## config.mk

```make
export PLATFORM = sky130hd
export DESIGN_NAME = floppy_address_mark_detector_core
export DESIGN_NICKNAME = d
export VERILOG_FILES = /design/src/famd_pkg.sv /design/src/famd_crc.sv /design/src/famd_step.sv /design/src/floppy_address_mark_detector_core.sv
export SDC_FILE = /design/constraint.sdc
export NUM_CORES = 1
export LEC_CHECK = 0
export BUFFER_PORTS_ARGS = -buffer_cell sky130_fd_sc_hd__clkbuf_2
export CAP_MARGIN = 20
export CELL_PAD_IN_SITES_DETAIL_PLACEMENT = 0
export CELL_PAD_IN_SITES_GLOBAL_PLACEMENT = 2
export CORE_MARGIN = 1.5
export CORE_UTILIZATION = 38
export CTS_CLUSTER_DIAMETER = 50
export DETAILED_ROUTE_END_ITERATION = 10
export GPL_ROUTABILITY_DRIVEN = 0
export PLACE_DENSITY_LB_ADDON = 0.1
export SYNTH_ARGS = -nofsm -noshare
export SYNTH_HDL_FRONTEND = slang
export SYNTH_SLANG_ARGS = --single-unit
```

## constraint.sdc

```tcl
create_clock -name aclk -period 6.01 [get_ports aclk]
set_clock_uncertainty 0.2 [all_clocks]
set_input_delay 0.3005 -clock aclk [delete_from_list [all_inputs] [get_ports aclk]]
set_output_delay 0.3005 -clock aclk [all_outputs]
set_load 0.02 [all_outputs]
```

## src/famd_pkg.sv

```systemverilog
package famd_pkg;

    // field tracking codes
    typedef enum logic [1:0] {
        MK_NONE = 2'd0,
        MK_ID   = 2'd1,
        MK_GAP  = 2'd2,
        MK_DATA = 2'd3
    } mark_kind_t;

    // mark report codes
    typedef enum logic [1:0] {
        FOUND_NONE = 2'd0,
        FOUND_ID   = 2'd1,
        FOUND_DATA = 2'd2
    } found_t;

    localparam logic [7:0]  ID_MARK      = 8'hFE;
    localparam logic [7:0]  SYNC_MFM     = 8'hA1;
    localparam logic [7:0]  SYNC_FM      = 8'h00;
    localparam logic [15:0] CRC_INIT     = 16'hFFFF;
    localparam logic [15:0] CRC_POLY     = 16'h1021;
    localparam logic [10:0] ID_LEN       = 11'd6;
    localparam logic [10:0] GAP_FM       = 11'd30;
    localparam logic [10:0] GAP_MFM      = 11'd43;
    localparam logic [10:0] SECTOR_BASE  = 11'd128;
    localparam logic [10:0] CRC_LEN      = 11'd2;
    localparam logic [1:0]  SYNC_NEEDED  = 2'd3;

    // one byte of crc-16-ccitt, msb first
    function automatic logic [15:0] crc_byte(input logic [15:0] crc, input logic [7:0] b);
        logic [15:0] c;
        c = crc ^ {b, 8'h00};
        for (int i = 0; i < 8; i++) begin
            c = c[15] ? ((c << 1) ^ CRC_POLY) : (c << 1);
        end
        return c;
    endfunction

    // mfm preset: three sync bytes run over the initial value
    localparam logic [15:0] CRC_MFM_PRESET =
        crc_byte(crc_byte(crc_byte(CRC_INIT, SYNC_MFM), SYNC_MFM), SYNC_MFM);

    typedef struct packed {
        mark_kind_t  mark_kind;
        logic [10:0] field_count;
        logic [1:0]  sync_run;
        logic [15:0] crc_acc;
        logic [1:0]  sector_code;
    } famd_state_t;

endpackage

```

## src/famd_crc.sv

```systemverilog
module famd_crc (
    input  logic [15:0] crc_in,
    input  logic [7:0]  data_in,
    output logic [15:0] crc_out
);
    import famd_pkg::*;

    // byte-parallel crc step
    assign crc_out = crc_byte(crc_in, data_in);

endmodule

```

## src/famd_step.sv

```systemverilog
module famd_step (
    input  famd_pkg::famd_state_t cur,
    input  logic [7:0]            disk_byte,
    input  logic                  mfm,
    output famd_pkg::famd_state_t nxt,
    output famd_pkg::found_t      found
);
    import famd_pkg::*;

    mark_kind_t  mk_gap;
    logic [10:0] fc_gap;
    logic [10:0] fc_dec;
    logic        in_field;
    logic        data_ok;
    logic [7:0]  sync_byte;
    logic [15:0] crc_in;
    logic [15:0] crc_out;

    // gap countdown runs ahead of everything else
    always_comb begin
        mk_gap = cur.mark_kind;
        fc_gap = cur.field_count;
        if (cur.field_count != 11'd0 && cur.mark_kind == MK_GAP) begin
            fc_gap = cur.field_count - 11'd1;
            if (fc_gap == 11'd0) begin
                mk_gap = MK_NONE;
            end
        end
    end

    assign in_field  = (fc_gap != 11'd0) && (mk_gap != MK_GAP);
    assign fc_dec    = fc_gap - 11'd1;
    assign sync_byte = mfm ? SYNC_MFM : SYNC_FM;

    // data mark set depends on density
    always_comb begin
        if (mfm) begin
            data_ok = disk_byte inside {[8'hF8:8'hFF]};
        end else begin
            data_ok = disk_byte inside {[8'hF8:8'hFB]};
        end
    end

    // shared crc unit: running value inside a field, preset at a mark
    assign crc_in = in_field ? cur.crc_acc : (mfm ? CRC_MFM_PRESET : CRC_INIT);

    famd_crc u_crc (
        .crc_in  (crc_in),
        .data_in (disk_byte),
        .crc_out (crc_out)
    );

    // field walk, mark detection and sync counting
    always_comb begin
        nxt             = cur;
        nxt.mark_kind   = mk_gap;
        nxt.field_count = fc_gap;
        found           = FOUND_NONE;
        if (in_field) begin
            if (fc_gap > CRC_LEN) begin
                nxt.crc_acc = crc_out;
            end
            nxt.field_count = fc_dec;
            if (mk_gap == MK_ID && fc_dec == CRC_LEN) begin
                nxt.sector_code = disk_byte[1:0];
            end
            if (fc_dec == 11'd0) begin
                if (mk_gap == MK_ID) begin
                    nxt.mark_kind   = MK_GAP;
                    nxt.field_count = mfm ? GAP_MFM : GAP_FM;
                end else begin
                    nxt.mark_kind = MK_NONE;
                end
            end
        end else if (mk_gap != MK_GAP && mk_gap != MK_DATA &&
                     cur.sync_run == SYNC_NEEDED && disk_byte == ID_MARK) begin
            nxt.mark_kind   = MK_ID;
            nxt.field_count = ID_LEN;
            nxt.crc_acc     = crc_out;
            nxt.sync_run    = 2'd0;
            found           = FOUND_ID;
        end else if (mk_gap == MK_GAP && cur.sync_run == SYNC_NEEDED && data_ok) begin
            nxt.mark_kind   = MK_DATA;
            nxt.field_count = (SECTOR_BASE << cur.sector_code) + CRC_LEN;
            nxt.crc_acc     = crc_out;
            nxt.sync_run    = 2'd0;
            found           = FOUND_DATA;
        end else if (disk_byte == sync_byte) begin
            if (cur.sync_run != SYNC_NEEDED) begin
                nxt.sync_run = cur.sync_run + 2'd1;
            end
        end else begin
            nxt.sync_run = 2'd0;
        end
    end

endmodule

```

## src/floppy_address_mark_detector_core.sv

```systemverilog
// floppy address mark detector core
// input channel s_*: one decoded disk byte per beat (s_disk_byte).
// result channel m_*: one result beat per input beat, in order, giving the
// field state, bytes left, running crc-16-ccitt, captured size code and
// whether an id or data mark sat on that byte.
// cfg_we / cfg_wdata write density_mode (0 fm, 1 mfm); write only while idle.
// an accepted byte is held in the input register; its result is registered
// in the result register once that register is free, which raises m_valid.
// throughput is one byte per cycle while m_ready stays high; the state
// update is combinational (byte-parallel crc plus small counters).
// reset (aresetn low, synchronous) empties both stages, selects fm, clears
// the field state, counters and size code and sets the crc to 0xffff.
// when the receiver stalls the result register holds its beat; the input
// register still takes one more byte, then s_ready drops until m_ready
// returns. no beat is lost or repeated.
module floppy_address_mark_detector_core (
    input  logic        aclk,
    input  logic        aresetn,
    input  logic        cfg_we,
    input  logic        cfg_wdata,
    input  logic        s_valid,
    output logic        s_ready,
    input  logic [7:0]  s_disk_byte,
    output logic        m_valid,
    input  logic        m_ready,
    output logic [1:0]  m_field_state,
    output logic [10:0] m_bytes_left,
    output logic [15:0] m_crc_value,
    output logic [1:0]  m_size_code,
    output logic [1:0]  m_mark_found
);
    import famd_pkg::*;

    logic        density_mode_reg;
    logic        in_valid_reg;
    logic [7:0]  in_byte_reg;
    logic        out_valid_reg;
    famd_state_t state_reg;
    famd_state_t state_next;
    found_t      found_next;
    famd_state_t out_state_reg;
    found_t      out_found_reg;
    logic        out_free;
    logic        advance;

    // handshake between the two stages
    assign out_free = !out_valid_reg || m_ready;
    assign advance  = in_valid_reg && out_free;
    assign s_ready  = !in_valid_reg || out_free;

    // configuration register
    always_ff @(posedge aclk) begin
        if (!aresetn) begin
            density_mode_reg <= 1'b0;
        end else if (cfg_we) begin
            density_mode_reg <= cfg_wdata;
        end
    end

    // input register
    always_ff @(posedge aclk) begin
        if (!aresetn) begin
            in_valid_reg <= 1'b0;
        end else if (s_ready) begin
            in_valid_reg <= s_valid;
        end
    end

    always_ff @(posedge aclk) begin
        if (s_ready && s_valid) begin
            in_byte_reg <= s_disk_byte;
        end
    end

    // next field state from the held byte
    famd_step u_step (
        .cur       (state_reg),
        .disk_byte (in_byte_reg),
        .mfm       (density_mode_reg),
        .nxt       (state_next),
        .found     (found_next)
    );

    // tracking state
    always_ff @(posedge aclk) begin
        if (!aresetn) begin
            state_reg.mark_kind   <= MK_NONE;
            state_reg.field_count <= 11'd0;
            state_reg.sync_run    <= 2'd0;
            state_reg.crc_acc     <= CRC_INIT;
            state_reg.sector_code <= 2'd0;
        end else if (advance) begin
            state_reg <= state_next;
        end
    end

    // result register
    always_ff @(posedge aclk) begin
        if (!aresetn) begin
            out_valid_reg <= 1'b0;
        end else if (out_free) begin
            out_valid_reg <= in_valid_reg;
        end
    end

    always_ff @(posedge aclk) begin
        if (advance) begin
            out_state_reg <= state_next;
            out_found_reg <= found_next;
        end
    end

    assign m_valid       = out_valid_reg;
    assign m_field_state = out_state_reg.mark_kind;
    assign m_bytes_left  = out_state_reg.field_count;
    assign m_crc_value   = out_state_reg.crc_acc;
    assign m_size_code   = out_state_reg.sector_code;
    assign m_mark_found  = out_found_reg;

endmodule

```

==> results.cfg <==
[status]
outcome = finished clean

[clock_network]
cts_sinks = 77
cts_tree = yes
cts_max_level = 3
clk_latency_ps = 340
post-cts-setup-buffers = 0
cts_max_path_buffers = 2
path_clk_slew_ps = 60
cts_root_buffer = clkbuf_16
cts_made_buffers = 9

[timing]
setup_slack_ps = 743
period_needed_ps = 5270
finalSetupViolCount = 0
max_freq_ghz = 0.190
finalSetupTns_ps = 0
relSlewSlack = 0.365
hold_violations = 0
slew_viol_final = 0
period_share = 0.876
holdWs_ps = 17.1
tightest_slew_ps = 953
rsz0062_at_grt = no

[pwr]
p_leak_nw = 2.15
p_total_mw = 1.99
peakVddDrop_v = 0.000145
powerDensity_nw_per_um2 = 363

[setup_path]
startpoint = state_reg[20]
r2r_end = m_crc_value[2]
end_kind = flop
cp_slowest_cell = o21a_1
rrSetupSlack_ps = 740
cp_max_fo = 23
reg2reg_depth = 14
worstSetupPathType = reg2reg
cp_top_family = simple AND/OR/NAND/NOR gates
arrival_ps = 5160
critical_path_buf_inv_count = 2
path_depth = 14
crit_required_ps = 5900
rr_startpoint = state_reg[20]
cp-endpoint = m_crc_value[2]
start_kind = flop
worst_path_largest_cell_delay_ps = 770
cp_cell_sequence = inv_1, ha_1, or3b_4, o41ai_4, buf_4, nor2_1, a21oi_1, ha_1, nand3b_1, and2_4, or4_4, nand2_1, o21a_1, mux2_2
cp_common_cell = ha_1

[placement]
place_area_um2 = 5070
place_ws_ps = 722
placed_cells = 687
port_buffers = 48
post-dp-hpwl_um = 9410

[routing]
drtIter0Drc = 280
drc = 0
dr.pass1.iters = 5
viasPerCell = 5.42
routed_wl_um = 12900
wl_per_cell_um = 18.1
ant_nets = 0
vias = 3867

[floorplan]
dieArea_um2 = 13000
io_pins = 49
rows = 40
fp.dieH_um = 114
core_um2 = 12100
die_x_um = 114
start_util = 0.390

[hold_path]
hold_class = in2reg

[synth]
async_reset_ff_frac = 0
yosysWarnings = 0
ys_top_cells_by_area = edfxtp_1, dfxtp_1, xnor2_1
synthMuxAreaShare = 0.0434
synth_cell_types = 76
synth_compound_area_frac = 0.190
synth_seq_cells = 77
yosysSeqAreaShare = 0.415
synthXorXnorAreaFrac = 0.0857
synth_area_per_cell_um2 = 9.54
synthSimpleGateAreaFrac = 0.199
yosysTopAreaCellShare = 0.262
synthesis.nets = 514
synth-edff-count = 41
synth_top_family_by_area = simple AND/OR/NAND/NOR gates
syn_area_um2 = 4700
synth-adder-area-share = 0.0186
yosys.area.top_type = edfxtp_1
synthFlopType = edfxtp_1
netlist_instances = 493

[final_layout]
antenna_cells = 0
final_cells = 713
area_growth_pct = 16.6
final_cell_area_um2 = 5480
final_core_util = 0.454
largest_reg_flops = 33
layout.nets = 561
seqCellArea_um2 = 1950
multi_input_area_um2 = 2520
drive_above_1_share = 0.191
fill_cells = 1164
final_cell_mix = nand2_1, clkbuf_2, edfxtp_1, dfxtp_1, nor2_1

[global_routing]
grt_pass1_vias = 3678
antenna_found_initial = 0
overflow = 0
grt_pass1_wl_um = 20700
grt_max_degree = 64
grt_use_total = 0.210

[job]
drv_cap = 0
-- how the worst min path moves through the flow --
stage | startpoint | to | slack, ps | depth (start not counted)
3_5_place_dp | s_disk_byte[7] | in_byte_reg[7] | 280 | 1
4_1_cts | cfg_we | density_mode_reg | 6 | 3
3_3_place_gp | state_reg[8] | state_reg[8] | 280 | 2
6_report | cfg_we | density_mode_reg | 20 | 3
2_1_floorplan | s_disk_byte[0] | in_byte_reg[0] | 200 | 0
5_1_grt | cfg_we | density_mode_reg | 30 | 3
-- logic make-up (layout without fill, tap and decap cells) --
family                     count (synthesis)  after routing
buffers and inverters                     51            103
adders and majority gates                  7              7
xor gates and xnor gates                  41             41
AOI/OAI and AO/OA                        119            119
DFF                                       77             77
muxes                                     19             19
and+or+nand+nor                          179            179
-- repair_timing --
item,CTS,global route
endpoints found under the hold margin,10,0
gates resized for setup,0,0
hold buffers,10,0
-- Yosys cell counts, types with 8 or more instances --
master     n
mux2i_1    8
a21oi_1   20
xnor2_1   26
nor2_1    34
nor3_1    11
buf_2     11
nand2_1   48
clkbuf_1  17
mux2_2    11
o21ai_0   23
xor2_1    12
edfxtp_1  41
dfxtp_1   36
a31oi_1    9
inv_1     18
nand3_1   27
-- area by class of cell --
type	count	area share
inverter	19	0.0130
sequential	77	0.356
clock buffer	11	0.0425
tap	168	0.0384
timing repair buffer	68	0.0758
clock inverter	5	0.0139
multi-input combinational	365	0.460
-- per-layer routing --
metal	wire length [µm]	share of wire	GRT usage	vias up
li1	-	-	-	1917
met1	6890	0.53	0.323	1843
met2	5330	0.41	0.298	94
met3	534	0.041	0.0386	13
met4	172	0.013	0.0600	0
met5	0	0	0	-
-- power breakdown --
part	total (mW)	switching (mW)	internal [mW]
clock	0.562	0.201	0.361
combinational	0.722	0.428	0.294
sequential	0.703	0.0543	0.649
total	1.99	0.684	1.30
-- worst reg2reg max path: stages, from the launching register on --
cell      delay, ps
dfxtp_1         390
inv_1           110
ha_1            360
or3b_4          460
o41ai_4         330
buf_4           210
nor2_1           50
a21oi_1         270
ha_1            330
nand3b_1        120
and2_4          240
or4_4           630
nand2_1         120
o21a_1          770
mux2_2          430
Power figures use the tool's default switching activity.
